`config.mk`:
```
export PLATFORM = sky130hd
export DESIGN_NAME = circular_queue_engine_core
export DESIGN_NICKNAME = d
export VERILOG_FILES = /design/src/cqe_pkg.sv /design/src/cqe_ram.sv /design/src/cqe_front.sv /design/src/cqe_opq.sv /design/src/cqe_back.sv /design/src/circular_queue_engine_core.sv
export SDC_FILE = /design/constraint.sdc
export NUM_CORES = 2
export LEC_CHECK = 0
export BUFFER_PORTS_ARGS = -buffer_cell sky130_fd_sc_hd__buf_2
export CAP_MARGIN = 5
export CORE_UTILIZATION = 35
export DETAILED_ROUTE_END_ITERATION = 8
export PLACE_DENSITY = 0.45
export SETUP_SLACK_MARGIN = 0.05
export SYNTH_ARGS = -nofsm -noshare
export SYNTH_HDL_FRONTEND = slang
export SYNTH_SLANG_ARGS = --single-unit
export TNS_END_PERCENT = 10
```
`constraint.sdc`:
```
create_clock -name clk -period 5.98 [get_ports clk]
set_clock_uncertainty 0.2 [all_clocks]
set_input_delay 1.794 -clock clk [delete_from_list [all_inputs] [get_ports clk]]
set_output_delay 1.794 -clock clk [all_outputs]
set_load 0.05 [all_outputs]
```
`src/cqe_pkg.sv`:
```
package cqe_pkg;

  // Command codes carried by an input beat.
  localparam logic [1:0] CMD_ENQ  = 2'd0;
  localparam logic [1:0] CMD_DEQ  = 2'd1;
  localparam logic [1:0] CMD_PEEK = 2'd2;
  localparam logic [1:0] CMD_SHOW = 2'd3;

  // Result status codes.
  localparam logic [1:0] ST_OK    = 2'd0;
  localparam logic [1:0] ST_OVF   = 2'd1;
  localparam logic [1:0] ST_EMPTY = 2'd2;

  // Work kinds handed from the front end to the back end.
  localparam logic [1:0] KIND_WRITE  = 2'd0;
  localparam logic [1:0] KIND_READ   = 2'd1;
  localparam logic [1:0] KIND_STATUS = 2'd2;
  localparam logic [1:0] KIND_WALK   = 2'd3;

  localparam int DATA_W = 32;
  // Wide enough for the largest supported capacity of 64 entries.
  localparam int IDX_W  = 6;
  localparam int CNT_W  = 7;

  typedef struct packed {
    logic [1:0]               kind;
    logic [IDX_W-1:0]         addr;
    logic [CNT_W-1:0]         count;
    logic signed [DATA_W-1:0] value;
    logic [1:0]               status;
    logic                     is_empty;
    logic                     is_full;
  } op_t;

endpackage

```
`src/cqe_ram.sv`:
```
module cqe_ram #(
  parameter int WIDTH = 32,
  parameter int DEPTH = 64
) (
  input  logic                     clk,
  input  logic                     we,
  input  logic [$clog2(DEPTH)-1:0] waddr,
  input  logic [WIDTH-1:0]         wdata,
  input  logic                     re,
  input  logic [$clog2(DEPTH)-1:0] raddr,
  output logic [WIDTH-1:0]         rdata
);

  logic [WIDTH-1:0] mem [DEPTH];

  always_ff @(posedge clk) begin
    if (we) begin
      mem[waddr] <= wdata;
    end
    if (re) begin
      rdata <= mem[raddr];
    end
  end

endmodule

```
`src/cqe_front.sv`:
```
module cqe_front #(
  parameter int CAPACITY = 64
) (
  input  logic                              clk,
  input  logic                              rst,
  input  logic                              item_valid,
  output logic                              item_ready,
  input  logic [1:0]                        cmd,
  input  logic signed [cqe_pkg::DATA_W-1:0] value,
  input  logic                              op_full,
  output logic                              op_push,
  output cqe_pkg::op_t                      op
);

  localparam int AW = $clog2(CAPACITY);

  logic [AW-1:0] head;
  logic [AW-1:0] tail;
  logic          occupied;
  logic [AW-1:0] head_next;
  logic [AW-1:0] tail_next;
  logic          occupied_next;

  logic [AW-1:0] tail_inc;
  logic [AW-1:0] head_inc;
  logic [AW-1:0] tail_inc2;
  logic          full;
  logic [AW:0]   span;

  function automatic logic [AW-1:0] wrap_inc(input logic [AW-1:0] i);
    wrap_inc = (i == AW'(CAPACITY - 1)) ? '0 : i + 1'b1;
  endfunction

  assign tail_inc  = wrap_inc(tail);
  assign head_inc  = wrap_inc(head);
  assign tail_inc2 = wrap_inc(tail_inc);
  assign full      = occupied && (tail_inc == head);

  // Number of stored entries, 1 to CAPACITY when occupied.
  always_comb begin
    span = {1'b0, tail} - {1'b0, head} + (AW+1)'(1);
    if (tail < head) begin
      span = span + (AW+1)'(CAPACITY);
    end
  end

  assign item_ready = !op_full;
  assign op_push    = item_valid && item_ready;

  always_comb begin
    head_next     = head;
    tail_next     = tail;
    occupied_next = occupied;
    op.kind       = cqe_pkg::KIND_STATUS;
    op.addr       = cqe_pkg::IDX_W'(head);
    op.count      = cqe_pkg::CNT_W'(span);
    op.value      = value;
    op.status     = cqe_pkg::ST_EMPTY;
    op.is_empty   = !occupied;
    op.is_full    = full;
    unique case (cmd)
      cqe_pkg::CMD_ENQ: begin
        if (full) begin
          op.status = cqe_pkg::ST_OVF;
        end else if (!occupied) begin
          head_next     = '0;
          tail_next     = '0;
          occupied_next = 1'b1;
          op.kind       = cqe_pkg::KIND_WRITE;
          op.addr       = '0;
          op.status     = cqe_pkg::ST_OK;
          op.is_empty   = 1'b0;
          op.is_full    = 1'b0;
        end else begin
          tail_next   = tail_inc;
          op.kind     = cqe_pkg::KIND_WRITE;
          op.addr     = cqe_pkg::IDX_W'(tail_inc);
          op.status   = cqe_pkg::ST_OK;
          op.is_empty = 1'b0;
          op.is_full  = (tail_inc2 == head);
        end
      end
      cqe_pkg::CMD_DEQ: begin
        if (occupied) begin
          op.kind    = cqe_pkg::KIND_READ;
          op.status  = cqe_pkg::ST_OK;
          op.is_full = 1'b0;
          if (head == tail) begin
            occupied_next = 1'b0;
            head_next     = '0;
            tail_next     = '0;
            op.is_empty   = 1'b1;
          end else begin
            head_next = head_inc;
          end
        end
      end
      cqe_pkg::CMD_PEEK: begin
        if (occupied) begin
          op.kind   = cqe_pkg::KIND_READ;
          op.status = cqe_pkg::ST_OK;
        end
      end
      cqe_pkg::CMD_SHOW: begin
        if (occupied) begin
          op.kind   = cqe_pkg::KIND_WALK;
          op.status = cqe_pkg::ST_OK;
        end
      end
      default: begin
      end
    endcase
  end

  always_ff @(posedge clk) begin
    if (rst) begin
      head     <= '0;
      tail     <= '0;
      occupied <= 1'b0;
    end else if (op_push) begin
      head     <= head_next;
      tail     <= tail_next;
      occupied <= occupied_next;
    end
  end

endmodule

```
`src/cqe_opq.sv`:
```
module cqe_opq (
  input  logic         clk,
  input  logic         rst,
  input  logic         push,
  input  cqe_pkg::op_t push_op,
  output logic         full,
  input  logic         pop,
  output logic         nonempty,
  output cqe_pkg::op_t head_op
);

  cqe_pkg::op_t entry [2];
  logic         wr_ptr;
  logic         rd_ptr;
  logic [1:0]   fill;

  assign full     = (fill == 2'd2);
  assign nonempty = (fill != 2'd0);
  assign head_op  = entry[rd_ptr];

  always_ff @(posedge clk) begin
    if (push) begin
      entry[wr_ptr] <= push_op;
    end
  end

  always_ff @(posedge clk) begin
    if (rst) begin
      wr_ptr <= 1'b0;
      rd_ptr <= 1'b0;
      fill   <= 2'd0;
    end else begin
      if (push) begin
        wr_ptr <= !wr_ptr;
      end
      if (pop) begin
        rd_ptr <= !rd_ptr;
      end
      if (push && !pop) begin
        fill <= fill + 2'd1;
      end else if (pop && !push) begin
        fill <= fill - 2'd1;
      end
    end
  end

endmodule

```
`src/cqe_back.sv`:
```
module cqe_back #(
  parameter int CAPACITY = 64
) (
  input  logic                              clk,
  input  logic                              rst,
  input  logic                              op_valid,
  input  cqe_pkg::op_t                      op,
  output logic                              op_pop,
  output logic                              result_valid,
  input  logic                              result_ready,
  output logic signed [cqe_pkg::DATA_W-1:0] data,
  output logic [1:0]                        status,
  output logic                              last,
  output logic                              is_empty,
  output logic                              is_full
);

  localparam int AW = $clog2(CAPACITY);
  localparam logic BK_IDLE = 1'b0;
  localparam logic BK_WALK = 1'b1;

  logic          state;
  logic          state_next;
  logic [AW-1:0] walk_addr;
  logic [AW-1:0] walk_addr_next;
  logic [AW:0]   remain;
  logic [AW:0]   remain_next;
  logic          walk_empty;
  logic          walk_full;
  logic          use_ram;

  logic                      can_issue;
  logic                      load;
  logic                      n_use_ram;
  logic [1:0]                n_status;
  logic                      n_last;
  logic                      n_empty;
  logic                      n_full;
  logic                      ram_we;
  logic                      ram_re;
  logic [AW-1:0]             ram_addr;
  logic [cqe_pkg::DATA_W-1:0] ram_rdata;

  function automatic logic [AW-1:0] wrap_inc(input logic [AW-1:0] i);
    wrap_inc = (i == AW'(CAPACITY - 1)) ? '0 : i + 1'b1;
  endfunction

  cqe_ram #(
    .WIDTH (cqe_pkg::DATA_W),
    .DEPTH (CAPACITY)
  ) u_slots (
    .clk   (clk),
    .we    (ram_we),
    .waddr (ram_addr),
    .wdata (op.value),
    .re    (ram_re),
    .raddr (ram_addr),
    .rdata (ram_rdata)
  );

  assign can_issue = !result_valid || result_ready;
  assign data      = use_ram ? ram_rdata : '0;

  always_comb begin
    state_next     = state;
    walk_addr_next = walk_addr;
    remain_next    = remain;
    op_pop         = 1'b0;
    load           = 1'b0;
    ram_we         = 1'b0;
    ram_re         = 1'b0;
    ram_addr       = op.addr[AW-1:0];
    n_use_ram      = 1'b0;
    n_status       = op.status;
    n_last         = 1'b1;
    n_empty        = op.is_empty;
    n_full         = op.is_full;
    if (state == BK_WALK) begin
      if (can_issue) begin
        load           = 1'b1;
        ram_re         = 1'b1;
        ram_addr       = walk_addr;
        n_use_ram      = 1'b1;
        n_status       = cqe_pkg::ST_OK;
        n_last         = (remain == (AW+1)'(1));
        n_empty        = walk_empty;
        n_full         = walk_full;
        walk_addr_next = wrap_inc(walk_addr);
        remain_next    = remain - (AW+1)'(1);
        if (remain == (AW+1)'(1)) begin
          state_next = BK_IDLE;
        end
      end
    end else if (op_valid && can_issue) begin
      op_pop = 1'b1;
      load   = 1'b1;
      unique case (op.kind)
        cqe_pkg::KIND_WRITE: begin
          ram_we = 1'b1;
        end
        cqe_pkg::KIND_READ: begin
          ram_re    = 1'b1;
          n_use_ram = 1'b1;
        end
        cqe_pkg::KIND_STATUS: begin
        end
        cqe_pkg::KIND_WALK: begin
          ram_re         = 1'b1;
          n_use_ram      = 1'b1;
          n_last         = (op.count[AW:0] == (AW+1)'(1));
          walk_addr_next = wrap_inc(op.addr[AW-1:0]);
          remain_next    = op.count[AW:0] - (AW+1)'(1);
          if (op.count[AW:0] != (AW+1)'(1)) begin
            state_next = BK_WALK;
          end
        end
        default: begin
        end
      endcase
    end
  end

  always_ff @(posedge clk) begin
    if (rst) begin
      state        <= BK_IDLE;
      result_valid <= 1'b0;
    end else begin
      state <= state_next;
      if (load) begin
        result_valid <= 1'b1;
      end else if (result_ready) begin
        result_valid <= 1'b0;
      end
    end
  end

  always_ff @(posedge clk) begin
    walk_addr <= walk_addr_next;
    remain    <= remain_next;
    if (op_pop && (op.kind == cqe_pkg::KIND_WALK)) begin
      walk_empty <= op.is_empty;
      walk_full  <= op.is_full;
    end
    if (load) begin
      use_ram  <= n_use_ram;
      status   <= n_status;
      last     <= n_last;
      is_empty <= n_empty;
      is_full  <= n_full;
    end
  end

endmodule

```
`src/circular_queue_engine_core.sv`:
```
// A result beat passes through an operation queue entry and the back end's output register;
// consumer stalls and earlier display beats delay it. Enqueue, dequeue and peek sustain one
// beat per cycle while the consumer is ready and no display is walking; display emits one
// result per stored entry, one per cycle, bounded by the single read port of the slot RAM.
// Reset (synchronous, active high) empties the queue and both internal pipelines;
// the slot RAM contents are not cleared and are only ever read after being written.
module circular_queue_engine_core #(
  parameter int CAPACITY = 64
) (
  input  logic                              clk,
  input  logic                              rst,
  input  logic                              item_valid,
  output logic                              item_ready,
  input  logic [1:0]                        cmd,
  input  logic signed [cqe_pkg::DATA_W-1:0] value,
  output logic                              result_valid,
  input  logic                              result_ready,
  output logic signed [cqe_pkg::DATA_W-1:0] data,
  output logic [1:0]                        status,
  output logic                              last,
  output logic                              is_empty,
  output logic                              is_full
);

  // The front end owns the head and tail pointers and the occupied flag. It
  // decides every command in the cycle its beat is accepted, so the queue
  // state it keeps always reflects all accepted beats. Each decision is
  // packed into an operation that says what the back end must do with the
  // slot RAM: write a word, read one word, walk a range, or just report.
  cqe_pkg::op_t push_op;
  cqe_pkg::op_t head_op;
  logic         op_push;
  logic         op_pop;
  logic         op_full;
  logic         op_nonempty;

  cqe_front #(
    .CAPACITY (CAPACITY)
  ) u_front (
    .clk        (clk),
    .rst        (rst),
    .item_valid (item_valid),
    .item_ready (item_ready),
    .cmd        (cmd),
    .value      (value),
    .op_full    (op_full),
    .op_push    (op_push),
    .op         (push_op)
  );

  // A two-entry operation queue lets the front keep accepting beats while
  // the back end is stalled by the consumer or busy walking for a display.
  cqe_opq u_opq (
    .clk      (clk),
    .rst      (rst),
    .push     (op_push),
    .push_op  (push_op),
    .full     (op_full),
    .pop      (op_pop),
    .nonempty (op_nonempty),
    .head_op  (head_op)
  );

  // The back end performs all slot RAM accesses in command order, which
  // keeps a later enqueue from overwriting a slot before an earlier dequeue
  // or display has read it. Its output register decouples it from the
  // consumer; read data is taken straight from the RAM's read register,
  // which holds while the result beat is stalled.
  cqe_back #(
    .CAPACITY (CAPACITY)
  ) u_back (
    .clk          (clk),
    .rst          (rst),
    .op_valid     (op_nonempty),
    .op           (head_op),
    .op_pop       (op_pop),
    .result_valid (result_valid),
    .result_ready (result_ready),
    .data         (data),
    .status       (status),
    .last         (last),
    .is_empty     (is_empty),
    .is_full      (is_full)
  );

endmodule
```
==> summary by stage <==
Setup path
The signal on the critical path passes through buf_4 > and2_1 > buf_2. The worst endpoint required time is roughly 4 ns. The category of cells accounting for the largest share of critical-path delay is flip-flops. The master of the slowest instance on the critical path is sky130_fd_sc_hd__edfxtp_1. The category of the most critical setup path is reg2out. The kind of start point of the critical path is a flop. The buffer and inverter count on the worst path is 2. The reg-to-reg setup timing slack is 1.21 ns.

At the worst endpoint, the arrival time is 3.16 ns. Of all nets on the critical path, the largest fanout is 21. The peak per-stage delay on the critical path is 1.17 ns. The kind of end point of the critical path is a primary output.

Placed design
The instance count after placement with tap cells included is between 8,000 and 9,000. Once detailed placement completed, the half-perimeter wirelength came to 176 mm. Buffers placed on the I/O ports in this run total 76. The cell area after placement is 0.0919 mm².

At the end of routability-driven placement, the weighted congestion stood at 0.822.

Die
The count of boundary I/O pins is 77. The area of the core region is 0.241 mm². The die span in y is 494 µm. The number of core rows is 180. For this configuration, the core starts out at a cell density of 0.352. The overall die width is 494 µm. The floorplan step defined a die boundary enclosing between 0.2 and 0.25 mm².

Synth
Yosys mapped a number of flops with a built-in enable equal to 2,203. The synthesized netlist occupies a cell area of around 0.085 mm². For this run, the number of Yosys warnings is 0.

In the post-synthesis netlist, the biggest area contributors are sky130_fd_sc_hd__edfxtp_1 (78%), sky130_fd_sc_hd__a22oi_1 (4.4%), sky130_fd_sc_hd__o21ai_0 (3.7%). The most used flip-flop cell after synthesis is sky130_fd_sc_hd__edfxtp_1. The number of nets handed over by synthesis was 5,239. The fraction of synthesized cell area taken by the top area cell type is 0.780. Synthesis inferred roughly 2,200 register bits.

After synthesis, the mean cell area works out to 16.4 µm². In the synthesized netlist, the cells that appear most often are sky130_fd_sc_hd__edfxtp_1 (2,203), sky130_fd_sc_hd__o21ai_0 (622), sky130_fd_sc_hd__a22oi_1 (499). Counting distinct cell types in the post-synthesis netlist gives 74.

The most common cell in the synthesized netlist is sky130_fd_sc_hd__edfxtp_1. The sequential fraction of the synthesis area is 0.785. For this run, asynchronously set or reset flops after synthesis account for 0. Synthesis handed over a netlist of about 5,200 instances. The biggest area consumer among synthesized cells is sky130_fd_sc_hd__edfxtp_1.

STA
The final total negative setup slack is 0 ns. Setup repair after global routing left no endpoint under its margin. The period utilization is 0.862.

The transition time of the tightest slew-check pin is about 1.3 ns. The number of hold violations in the final report is 0. For this run, the top clock speed supported by timing is 194 MHz. The setup-violating endpoint count in the final report is 0. The max-slew violation total from the final report came to 0.

The time the final worst path needs with I/O delays and setup is just over 5 ns. Measured against its own limit, the worst slew margin works out to 0.164.

Power
Summed over all cells, the static leakage comes to 30.7 nW. The share of total power dissipated in sequential elements is 0.426. Of the total power, the share spent switching nets is 0.337. Of the total power, the clock network draws 0.309.

Dividing total power by cell area gives a power density of 460 mW/mm². The total net switching power is around 15 mW. Of the total power, combinational logic draws 0.265. Cell internal power was estimated by the tool at 30.2 mW. The maximum vdd drop is 0.276 mV.

Clock tree
The clock-pin slew on the worst setup and hold paths is 0.06 ns. The number of buffers added for setup after CTS is 0. The clock tree root driver cell is sky130_fd_sc_hd__clkbuf_16. The source-to-sink clock delay at the later pin of the worst-skew pair is 0.89 ns. The number of clock sinks is 2,223. TritonCTS built the clock tree.

The clock tree synthesis step divided the H-tree into 4 levels. The number of clock buffers added by TritonCTS is 230. The post-cts gate resize count is 0. The number of buffers inserted for hold repair after clock tree synthesis is 0. The maximum number of buffers from clock root to sink is 3.

Route
The detail-routed net length per standard cell is 34.8 µm. The detailed-route DRC error count is 0. The via count is approximately 52,000. The initial DRC count is between 6,000 and 7,000. The detailed-route wire length is 308 mm. The first detailed-routing pass took 7 iterations.

In this run the remaining antenna-violating nets after routing total 0. After detailed routing, the number of vias per cell comes to 5.92.

Worst hold path
The worst hold path belongs to the class reg2reg.

Global route
The busiest layer in global routing is met2. Entering global routing, the biggest net connects 118 pins. For this run the aggregate overflow at the end of global routing stands at 0.

The number of global-route vias before repair is about 50,000. The number of antenna violations at the first check in global routing is 27. The met1 track demand over resource in global routing is 0.353. The overall track demand over capacity in global routing is 0.248. The first global-routing pass estimated 422 mm of wire. The met3 track utilization from global routing is 0.0425. The met2 usage is 0.392.

Layout
The total non-filler cell area in the finished layout is 0.0991 mm². The layout has 21,697 filler cells. The post-layout instance count excluding filler cells is slightly below 9,000. The area overhead of the layout relative to synthesis is 16.9%. The fraction of layout cells with a size suffix above 1 is 0.156. In the final design database the tool counted ~5,500 nets.

Run
Max-cap violations in this run came to 0.

Status
The run finished with clean final reports.
==> layer usage <==
metal,vias to the layer above,wire length (µm)
li1,21717,-
met1,27909,134000
met2,2273,143000
met3,386,22700
met4,2,7690
met5,-,13
==> cell type report <==
cell class              instances  area [µm²]  area share
flip-flops and latches       2223       66600       0.671
multi-input cells            2552       17100       0.173
clock buffers                 305        6170      0.0623
repair buffers                412        4070      0.0410
well taps                    3185        3990      0.0402
clock inverters               114        1070      0.0108
inverters                      31         116     0.00117
diodes                         12        30.0    0.000303
==> final timing paths <==
| path | start | end | cells after the start |
|---|---|---|---|
| worst min-delay path | u_opq.fill[1]$_SDFFE_PP0P_ | u_opq.fill[1]$_SDFFE_PP0P_ | 2 |
| worst max register to register | u_back.state$_SDFF_PP0_ | u_back.u_slots.rdata[4]$_DFFE_PP_ | 8 |
| worst min register to register | u_opq.fill[1]$_SDFFE_PP0P_ | u_opq.fill[1]$_SDFFE_PP0P_ | 2 |
| worst max-delay path | u_back.use_ram$_DFFE_PP_ | data[11] | 3 |
==> registers in the layout (all words and copies together) (netlist names), 2 cells and up, named ones only <==
name / count
u_back.u_slots.mem: 2048
u_back.remain: 7
u_back.walk_addr: 6
u_front.head: 6
u_front.tail: 6
u_opq.fill: 2
u_back.status: 2
u_opq.entry: 102
u_back.u_slots.rdata: 32
==> cells in the final DEF (no fill, tap or decap), types with 16 or more instances in the layout <==
cell / netlist / routed
sky130_fd_sc_hd__ha_1: 28 / 28
sky130_fd_sc_hd__dfxtp_1: 20 / 19
sky130_fd_sc_hd__a22o_1: 196 / 196
sky130_fd_sc_hd__bufinv_16: 0 / 19
sky130_fd_sc_hd__mux2_2: 41 / 35
sky130_fd_sc_hd__edfxtp_1: 2203 / 2203
sky130_fd_sc_hd__nand3_1: 145 / 141
sky130_fd_sc_hd__a21oi_1: 177 / 176
sky130_fd_sc_hd__nand2_1: 55 / 55
sky130_fd_sc_hd__o22ai_1: 45 / 45
sky130_fd_sc_hd__buf_2: 87 / 76
sky130_fd_sc_hd__buf_12: 0 / 93
sky130_fd_sc_hd__nand4_1: 191 / 191
sky130_fd_sc_hd__clkinv_1: 0 / 48
sky130_fd_sc_hd__and2_1: 34 / 34
sky130_fd_sc_hd__a41oi_1: 32 / 32
sky130_fd_sc_hd__nor3_1: 114 / 110
sky130_fd_sc_hd__inv_1: 30 / 30
sky130_fd_sc_hd__nor2_4: 0 / 58
sky130_fd_sc_hd__a22oi_1: 499 / 497
sky130_fd_sc_hd__clkbuf_16: 0 / 236
sky130_fd_sc_hd__buf_4: 23 / 243
sky130_fd_sc_hd__clkbuf_1: 210 / 68
sky130_fd_sc_hd__clkinv_2: 0 / 34
sky130_fd_sc_hd__xor2_1: 16 / 16
sky130_fd_sc_hd__a41o_1: 20 / 20
sky130_fd_sc_hd__xnor2_1: 19 / 19
sky130_fd_sc_hd__o21ai_0: 622 / 618
sky130_fd_sc_hd__nor2_1: 95 / 36
sky130_fd_sc_hd__or4_1: 21 / 21
==> kinds of logic after synthesis <==
group                      Yosys count  synth area share
AOI/OAI and AO/OA                 1667             0.128
xor gates and xnor gates            36           0.00388
adders and majority gates           31           0.00484
buffers and inverters              395            0.0217
DFF                               2223             0.785
muxes                               55           0.00716
and+or+nand+nor                    763            0.0497
==> through the flow <==
stage               total power, mW   util  hold WS (ns)  setup slack (ns)
global route                   46.9  0.412         0.358             0.752
CTS                            45.8  0.412         0.324             0.813
floorplan                      25.3      -         0.272             0.251
detailed placement             31.8  0.382         0.309             0.203
finish                         45.6  0.412         0.328             0.823
global placement               31.7  0.382         0.284             0.260
==> power groups by stage <==
stage               registers [mW]  clock network (mW)  logic [mW]
floorplan                     19.6                   0        5.69
global placement              19.8                   0        12.0
detailed placement            19.8                   0        12.0
CTS                           19.4                14.3        12.0
global route                  19.4                14.9        12.6
finish                        19.4                14.1        12.1
==> tightest hold or removal path, cell delays in order (launching register included) <==
cell	delay, ns
sky130_fd_sc_hd__dfxtp_1	0.34
sky130_fd_sc_hd__o21ai_0	0.08
sky130_fd_sc_hd__a21oi_1	0.06
Note: power is estimated with default switching activity, not from simulation.
